--- config.mk ---
export PLATFORM = sky130hd
export DESIGN_NAME = price_bar_delta_encoder
export DESIGN_NICKNAME = d
export VERILOG_FILES = /design/src/rtl/pbde_pkg.sv /design/src/rtl/price_bar_delta_encoder.sv
export SDC_FILE = /design/constraint.sdc
export NUM_CORES = 2
export LEC_CHECK = 0
export BUFFER_PORTS_ARGS = -buffer_cell sky130_fd_sc_hd__buf_2
export CORE_MARGIN = 2
export CORE_UTILIZATION = 57
export DETAILED_ROUTE_END_ITERATION = 16
export PLACE_DENSITY = 0.89
export SLEW_MARGIN = 5
export SYNTH_ARGS = -nofsm -noshare
export SYNTH_HDL_FRONTEND = slang
export SYNTH_SLANG_ARGS = --single-unit
--- constraint.sdc ---
create_clock -name aclk -period 9.7 [get_ports aclk]
set_clock_uncertainty 0.1 [all_clocks]
set_input_delay 1.455 -clock aclk [delete_from_list [all_inputs] [get_ports aclk]]
set_output_delay 1.455 -clock aclk [all_outputs]
set_load 0.01 [all_outputs]
--- src/rtl/pbde_pkg.sv ---
// Shared constants, field layout and helper functions of the price bar delta encoder.
`default_nettype none

package pbde_pkg;

    // Field widths of one bar and one delta record
    localparam int PRICE_W     = 32;
    localparam int VOLUME_W    = 48;
    localparam int CHANGE_W    = 16;

    // Packed stream widths (input: four prices and volume, output: base open and five codes)
    localparam int S_DATA_W    = 4 * PRICE_W + VOLUME_W;
    localparam int M_DATA_W    = PRICE_W + 5 * CHANGE_W;

    // Volume code: three significant decimal digits, mantissa shifted left by four
    localparam int MANT_DIGITS = 3;
    localparam int EXP_SHIFT   = 4;
    localparam int MANT_W      = 10;
    localparam int EXP_W       = 5;
    localparam int QBIT_W      = 4;
    localparam int RADIX       = 10;

    // Price differences carry two extra bits for sign and borrow
    typedef logic signed [PRICE_W+1:0] price_diff_t;
    typedef logic [CHANGE_W-1:0]       change_t;

    // Clamp a price difference to the signed 16-bit range
    function automatic change_t sat_s16(input price_diff_t d);
        change_t r;
        if (d < -price_diff_t'(32768)) begin
            r = 16'h8000;
        end else if (d > price_diff_t'(32767)) begin
            r = 16'h7FFF;
        end else begin
            r = d[CHANGE_W-1:0];
        end
        return r;
    endfunction

    // Clamp a price difference to 0..65535
    function automatic change_t sat_u16(input price_diff_t d);
        change_t r;
        if (d < 0) begin
            r = '0;
        end else if (d > price_diff_t'(65535)) begin
            r = 16'hFFFF;
        end else begin
            r = d[CHANGE_W-1:0];
        end
        return r;
    endfunction

    // Upscale factor 10^(3-k) for small deltas (k below three)
    function automatic logic [MANT_W-1:0] small_scale(input logic [1:0] k);
        logic [MANT_W-1:0] r;
        unique case (k)
            2'd0:    r = 10'd1000;
            2'd1:    r = 10'd100;
            2'd2:    r = 10'd10;
            default: r = 10'd1;
        endcase
        return r;
    endfunction

endpackage

`default_nettype wire

--- src/rtl/price_bar_delta_encoder.sv ---
// Top level of the price bar delta encoder: delta capture, volume code sequencer, output register.
//
// Usage:
//   s_ channel carries one daily bar per transaction: tuser is first_of_series, tdata holds
//   open, high, low, close (32 bits each) and volume (48 bits), lowest bits first.
//   m_ channel returns one delta record per bar: tuser is first_bar, tdata holds base_open,
//   open_change, high_change, low_change, close_change and volume_code.
//   Price deltas and the kept close/volume are captured in the accept cycle. The volume
//   code is then built by one shared comparator: a decade search for the smallest 10^k
//   not below the delta (skipped for a zero delta) and, for deltas above 100, a ten-step
//   restoring division by 10^(k-3); a finishing step then forms the code. s_tready is
//   low while this runs and rises again once the record is handed to the output register.
//   The output register holds the record while m_tready is low; a new bar may be accepted
//   and worked on while it waits, and its result waits in turn for the register to free.
//   Reset (aresetn low at a clock edge) clears the previous close and volume to zero,
//   drops any pending record and returns the sequencer to idle.
`default_nettype none

module price_bar_delta_encoder #(
    parameter int PRICE_BITS  = 32,
    parameter int VOLUME_BITS = 48
) (
    input  wire logic                          aclk,
    input  wire logic                          aresetn,
    // Bits from 0: open[31:0], high, low, close, volume[47:0]
    input  wire logic [pbde_pkg::S_DATA_W-1:0] s_tdata,
    // Bit 0: first_of_series
    input  wire logic                          s_tuser,
    input  wire logic                          s_tvalid,
    output logic                               s_tready,
    // Bits from 0: base_open[31:0], open_change, high_change, low_change, close_change,
    // volume_code (16 bits each)
    output logic [pbde_pkg::M_DATA_W-1:0]      m_tdata,
    // Bit 0: first_bar
    output logic                               m_tuser,
    output logic                               m_tvalid,
    input  wire logic                          m_tready
);
    import pbde_pkg::*;

    // Effective widths: fields are taken in their low PRICE_BITS / VOLUME_BITS bits
    localparam int PW  = (PRICE_BITS < PRICE_W) ? PRICE_BITS : PRICE_W;
    localparam int VW  = (VOLUME_BITS < VOLUME_W) ? VOLUME_BITS : VOLUME_W;
    // Powers of ten up to ten times the largest magnitude
    localparam int PBW = VW + 4;
    localparam logic [PRICE_W-1:0] PRICE_MASK =
        (PW == PRICE_W) ? {PRICE_W{1'b1}} : PRICE_W'((64'd1 << PW) - 64'd1);

    typedef enum logic [1:0] {
        ST_IDLE,
        ST_SEARCH,
        ST_DIVIDE,
        ST_FINISH
    } state_t;

    state_t              state_reg;

    logic [PW-1:0]       prev_close_reg;
    logic [VW-1:0]       prev_volume_reg;

    // Work record of the bar in progress
    logic                first_reg;
    logic [PRICE_W-1:0]  base_open_reg;
    change_t             open_chg_reg;
    change_t             high_chg_reg;
    change_t             low_chg_reg;
    change_t             close_chg_reg;

    // Volume code sequencer
    logic                neg_reg;
    logic                zero_reg;
    logic [VW-1:0]       mag_reg;
    logic [VW-1:0]       rem_reg;
    logic [PBW-1:0]      pow_reg;
    logic [PBW-1:0]      scale_reg;
    logic [EXP_W-1:0]    k_reg;
    logic [QBIT_W-1:0]   qbit_reg;
    logic [MANT_W-1:0]   quot_reg;

    // Output register
    logic                m_tvalid_reg;
    logic                m_tuser_reg;
    logic [M_DATA_W-1:0] m_tdata_reg;

    logic                s_accept;
    logic                out_free;

    // Field extraction
    logic [PRICE_W-1:0]  open_m;
    logic [PRICE_W-1:0]  high_m;
    logic [PRICE_W-1:0]  low_m;
    logic [PRICE_W-1:0]  close_m;
    logic [VW-1:0]       vol_m;
    logic [PRICE_W-1:0]  prev_close_x;
    logic [VW:0]         vdelta;
    logic [VW:0]         vdelta_neg;

    // Shared unit
    logic [PBW-1:0]      cmp_x;
    logic [PBW-1:0]      cmp_y;
    logic                cmp_ge;
    logic [PBW-1:0]      trial;
    logic [PBW-1:0]      pow_next;
    logic [PBW-1:0]      scale_next;

    // Code assembly
    logic [MANT_W-1:0]   mant;
    logic [16:0]         small_prod;
    change_t             mant_signed;
    change_t             vol_code;

    assign s_accept = s_tvalid && s_tready;
    assign out_free = !m_tvalid_reg || m_tready;

    assign s_tready = (state_reg == ST_IDLE);
    assign m_tvalid = m_tvalid_reg;
    assign m_tuser  = m_tuser_reg;
    assign m_tdata  = m_tdata_reg;

    // Unpack and mask the bar
    assign open_m       = s_tdata[0*PRICE_W +: PRICE_W] & PRICE_MASK;
    assign high_m       = s_tdata[1*PRICE_W +: PRICE_W] & PRICE_MASK;
    assign low_m        = s_tdata[2*PRICE_W +: PRICE_W] & PRICE_MASK;
    assign close_m      = s_tdata[3*PRICE_W +: PRICE_W] & PRICE_MASK;
    assign vol_m        = s_tdata[4*PRICE_W +: VW];
    assign prev_close_x = PRICE_W'(prev_close_reg);

    // Volume delta against the previous bar, or the volume itself on a first bar
    assign vdelta     = {1'b0, vol_m} - (s_tuser ? '0 : {1'b0, prev_volume_reg});
    assign vdelta_neg = '0 - vdelta;

    // Shared comparator: decade search checks 10^k >= |d|, division checks rem >= trial
    assign trial  = scale_reg << qbit_reg;
    assign cmp_x  = (state_reg == ST_DIVIDE) ? PBW'(rem_reg) : pow_reg;
    assign cmp_y  = (state_reg == ST_DIVIDE) ? trial : PBW'(mag_reg);
    assign cmp_ge = (cmp_x >= cmp_y);

    // Times ten as shift and add
    assign pow_next   = (pow_reg << 3) + (pow_reg << 1);
    assign scale_next = (scale_reg << 3) + (scale_reg << 1);

    // Mantissa: quotient for deltas above 100, else the magnitude scaled up
    assign small_prod  = 17'(mag_reg[6:0]) * 17'(small_scale(k_reg[1:0]));
    assign mant        = (k_reg >= EXP_W'(MANT_DIGITS)) ? quot_reg : small_prod[MANT_W-1:0];
    assign mant_signed = neg_reg ? (change_t'(0) - change_t'(mant)) : change_t'(mant);
    assign vol_code    = zero_reg ? '0 :
                         (mant_signed << EXP_SHIFT) + change_t'(k_reg) - change_t'(MANT_DIGITS);

    // Sequencer, kept state and output register
    always_ff @(posedge aclk) begin
        if (!aresetn) begin
            state_reg       <= ST_IDLE;
            m_tvalid_reg    <= 1'b0;
            prev_close_reg  <= '0;
            prev_volume_reg <= '0;
        end else begin
            // Release the output transaction unless a new record replaces it
            if (m_tvalid_reg && m_tready && state_reg != ST_FINISH) begin
                m_tvalid_reg <= 1'b0;
            end

            unique case (state_reg)
                ST_IDLE: begin
                    if (s_accept) begin
                        first_reg       <= s_tuser;
                        base_open_reg   <= s_tuser ? open_m : '0;
                        open_chg_reg    <= s_tuser ? '0 :
                                           sat_s16(price_diff_t'(open_m) -
                                                   price_diff_t'(prev_close_x));
                        high_chg_reg    <= sat_u16(price_diff_t'(high_m) - price_diff_t'(open_m));
                        low_chg_reg     <= sat_u16(price_diff_t'(open_m) - price_diff_t'(low_m));
                        close_chg_reg   <= sat_u16(price_diff_t'(close_m) - price_diff_t'(low_m));
                        neg_reg         <= vdelta[VW];
                        zero_reg        <= (vdelta == '0);
                        mag_reg         <= vdelta[VW] ? vdelta_neg[VW-1:0] : vdelta[VW-1:0];
                        pow_reg         <= PBW'(1);
                        scale_reg       <= PBW'(1);
                        k_reg           <= '0;
                        prev_close_reg  <= close_m[PW-1:0];
                        prev_volume_reg <= vol_m;
                        state_reg       <= (vdelta == '0) ? ST_FINISH : ST_SEARCH;
                    end
                end
                ST_SEARCH: begin
                    // Advance 10^k until it reaches the magnitude
                    if (cmp_ge) begin
                        rem_reg   <= mag_reg;
                        quot_reg  <= '0;
                        qbit_reg  <= QBIT_W'(MANT_W - 1);
                        state_reg <= (k_reg >= EXP_W'(MANT_DIGITS)) ? ST_DIVIDE : ST_FINISH;
                    end else begin
                        pow_reg <= pow_next;
                        k_reg   <= k_reg + EXP_W'(1);
                        if (k_reg >= EXP_W'(MANT_DIGITS)) begin
                            scale_reg <= scale_next;
                        end
                    end
                end
                ST_DIVIDE: begin
                    // One quotient bit per cycle, highest first
                    if (cmp_ge) begin
                        rem_reg            <= rem_reg - trial[VW-1:0];
                        quot_reg[qbit_reg] <= 1'b1;
                    end
                    if (qbit_reg == '0) begin
                        state_reg <= ST_FINISH;
                    end else begin
                        qbit_reg <= qbit_reg - QBIT_W'(1);
                    end
                end
                ST_FINISH: begin
                    // Hand the record over once the output register is free
                    if (out_free) begin
                        m_tvalid_reg <= 1'b1;
                        m_tuser_reg  <= first_reg;
                        m_tdata_reg  <= {vol_code, close_chg_reg, low_chg_reg,
                                         high_chg_reg, open_chg_reg, base_open_reg};
                        state_reg    <= ST_IDLE;
                    end
                end
                default: begin
                    state_reg <= ST_IDLE;
                end
            endcase
        end
    end

    // Division runs only for deltas above 100
    a_divide_wide: assert property (@(posedge aclk) disable iff (!aresetn)
        state_reg == ST_DIVIDE |-> k_reg >= EXP_W'(MANT_DIGITS))
        else $error("division entered for a short volume delta");

    // An accepted bar blocks the input until its record is formed
    a_busy_after_accept: assert property (@(posedge aclk) disable iff (!aresetn)
        s_accept |=> !s_tready)
        else $error("input ready right after an accepted transaction");

    // A new record appears only from the finishing step
    a_valid_source: assert property (@(posedge aclk) disable iff (!aresetn)
        $rose(m_tvalid_reg) |-> $past(state_reg == ST_FINISH))
        else $error("output valid raised outside the finishing step");

    // Quotient never exceeds three decimal digits plus one
    a_quot_range: assert property (@(posedge aclk) disable iff (!aresetn)
        state_reg == ST_FINISH && k_reg >= EXP_W'(MANT_DIGITS) && !zero_reg
        |-> quot_reg <= MANT_W'(1000) && quot_reg >= MANT_W'(100))
        else $error("volume mantissa out of range");

endmodule

`default_nettype wire
==> qor.txt <==
outcome - finished clean
register bit total from synthesis - 514
hold buffers post-CTS - 0
unrepaired setup endpoints after global routing - false
final setup fails - 0
Worst slew margin - 0.152
height of the die - 279 um
min Tclk post-route - 7.03 ns
R2R depth - 19
CTS tree - yes
Antenna Nets Post-Route - 0
crit start category - flip-flop
initial core utilization - 0.572
setup slack, reg-to-reg - 2.67 ns
simple-gate share of the synthesized area - 0.167
routed wire length - 128000 um
endpoints failing hold - 0
core area - 75600 um2
PwrDens - 283 nW/um2
CP Class - reg -> reg
Worst R2R End - pow_reg[22]
crit path max fanout - 31
vias in the first global route - 36900
CP required - 9.88 ns
WP depth - 19
Syn. warnings - 0
Critical path destination - pow_reg[22]
largest family of logic cells by synthesized area - compound AO/OA/AOI/OAI gates
Setup TNS - 0 ns
post-synthesis cell area - 43300 um2
Clock Latency Late Sink - 0.65 ns
row cnt - 101
post-synthesis cell type count - 113
DIE WIDTH - 279 um
GRT overflow - 0
worst setup path start - qbit_reg[1]
# port buffers - 295
Post-CTS Resized - 0
Worst-path clk slew - 0.07 ns
Slew @ Worst Pin - 1.26 ns
Slew Limit Fails - 0
worst hold-check path type - reg -> reg
global-route usage over all layers - 0.317
peak supply drop - 0.174 mV
Syn Nets - 5371
commonest non-fill, non-tap cells in the layout - a21oi_1 (494), nand2_1 (485), edfxtp_1 (431)
CTS Root Cell - clkbuf_16
router iterations before antenna repair - 8
Syn Area/Cell - 9.12 um2
Synth Area in XOR/XNOR - 0.0623
initial antenna violation count - 22
share of layout cells above drive strength 1 - 0.127
fraction of synthesized area in multiplexers - 0.0495
Wirelength per Cell - 21.3 um
CP endpoint kind - flip-flop
slowest stage cell on the critical path - edfxtp_1
largest net degree at the start of global routing - 85
CP top delay family - compound AO/OA/AOI/OAI gates
pre-CTS WS - 2.89 ns
EDFF count, synth - 431
max incr delay on CP - 1.07 ns
static leakage - 19.3 nW
Post-Synthesis Cells - 4744
Post-CTS Setup Inserts - 0
top_reg_cell synth - edfxtp_1
CTS Buf Count - 57
Final nets - 5586
# IOs - 296
Max-Cap Viols - 0
worst setup margin - 2.67 ns
Final Cycle Share - 0.725
Die Area - 78100 um2
global-route wire length before repair - 198000 um
H-tree levels - 2
Largest register FFs - 112
r2r startpoint - qbit_reg[1]
iteration-0 DRC count of the detailed router - 3937
Via density - 6.43
GP Congestion - 0.980
Crit path arrival time - 7.21 ns
via count - 38600
sequential element share of the synthesized area - 0.338
CP cell instances - inv_1, a211oi_1, a21oi_1, nand2_1, o21ai_0, o21ai_0, nor2_1, a21oi_1, ha_1, a21o_1, a21o_1, a21oi_1, o21ai_0, nor3_1, a21oi_1, o21ai_0, nand2_1, a21oi_4, buf_4
adder-cell area share of the yosys netlist - 0.133
Area growth syn-to-layout - 10.1%
fraction of registers with async set or reset after synthesis - 0
compound-cell area share of the yosys netlist - 0.213
CTS max path bufs - 3
Clock Sinks - 514
WP buf/inv - 2
Max Freq - 142 MHz
most common cell after layout, fill and taps aside - a21oi_1
Post-route DRC - 0
Detail Placement HPWL - 96300 um
[worst min path at each step]
| stage | from | to | slack [ns] | cells past startpoint |
|---|---|---|---|---|
| finish | open_chg_reg[11] | m_tdata[43] | 0.32 | 0 |
| global route | low_chg_reg[15] | m_tdata[79] | 0.32 | 0 |
| CTS | open_chg_reg[8] | m_tdata[40] | 0.32 | 0 |
| detailed placement | open_chg_reg[7] | m_tdata[39] | 0.30 | 0 |
| global placement | base_open_reg[15] | m_tdata[15] | 0.30 | 0 |
| floorplan | base_open_reg[0] | m_tdata[0] | 0.30 | 0 |
[metrics by stage]
stage | utilization | power [mW] | hold WS [ns] | cells | cell area, um2
finish | 0.630 | 13.5 | 0.317 | 5999 | 47600
global placement | 0.603 | 10.6 | 0.301 | 5878 | 45500
CTS | 0.630 | 13.3 | 0.318 | 5985 | 47600
detailed placement | 0.603 | 10.9 | 0.305 | 5878 | 45500
global route | 0.630 | 14.3 | 0.320 | 5993 | 47600
floorplan | - | 9.09 | 0.300 | 4744 | 43300
[cell type report]
| type | instances | area, um2 |
|---|---|---|
| Tap cell | 978 | 1220 |
| Clock inverter | 37 | 517 |
| Antenna cell | 14 | 35.0 |
| Clock buffer | 70 | 1520 |
| Timing Repair Buffer | 320 | 1660 |
| Fill cell | 6033 | 28000 |
| Inverter | 251 | 942 |
| Multi-Input combinational cell | 3815 | 27100 |
| Sequential cell | 514 | 14600 |
[where the power goes]
part / switching [mW] / total [mW] / leakage (nW) / internal (mW)
logic: 4.52 / 7.59 / 13.6 / 3.07
registers: 0.440 / 3.51 / 4.68 / 3.07
clock network: 0.985 / 2.40 / 0.983 / 1.41
total: 5.94 / 13.5 / 19.3 / 7.54
[layer usage]
| metal | wire length (um) | vias to the layer above | global-route usage |
|---|---|---|---|
| met5 | 133 | - | 0 |
| met4 | 6970 | 22 | 0.154 |
| met3 | 11900 | 478 | 0.0578 |
| met2 | 59300 | 2056 | 0.527 |
| met1 | 49500 | 18100 | 0.398 |
| li1 | - | 17900 | - |
[synth_stat cells, types with 12 or more instances]
cell type	instances	area [um2]
a21oi_1	496	2480
nand2_1	486	1820
edfxtp_1	431	12900
ha_1	421	5270
nor2_1	347	1300
inv_1	248	931
o21ai_0	247	1240
xnor2_1	180	1580
a21o_1	159	1190
xor2_1	126	1100
clkbuf_1	122	458
nand2b_1	110	688
and2_1	97	607
nor3_1	84	420
dfxtp_1	83	1660
mux2_2	81	912
nand3_1	75	375
nor2b_1	67	419
o21a_1	65	488
mux2i_1	53	531
a211oi_1	50	375
nand4_1	48	300
a31oi_1	43	269
o211ai_1	38	285
and3_1	37	231
o21bai_1	35	263
mux4_2	31	698
o31ai_1	28	210
or3_1	28	175
fa_1	25	500
a21oi_2	23	201
buf_1	22	82.6
nor4_1	21	131
a21boi_0	17	128
a41oi_1	16	140
and4_1	15	131
buf_2	14	70.1
a211o_1	12	105
nor3b_1	12	90.1
o2111ai_1	12	105
o22ai_1	12	75.1
[cell families after synthesis]
kind of cell             after synthesis
flip-flops                           514
adder cells (fa/ha/maj)              446
AO/OA/AOI/OAI                       1412
AND/OR/NAND/NOR                     1485
buffers and inverters                415
XOR/XNOR                             307
multiplexers                         165
[worst register-to-register path, delay by kind of cell (launching register included)]
family / cells / cell delay [ns]
fa+ha+maj: 1 / 0.26
simple gates: 4 / 0.72
flops: 1 / 1.07
compound gates: 12 / 3.36
buf+inv: 2 / 1.14
Power figures use the tool's default switching activity.
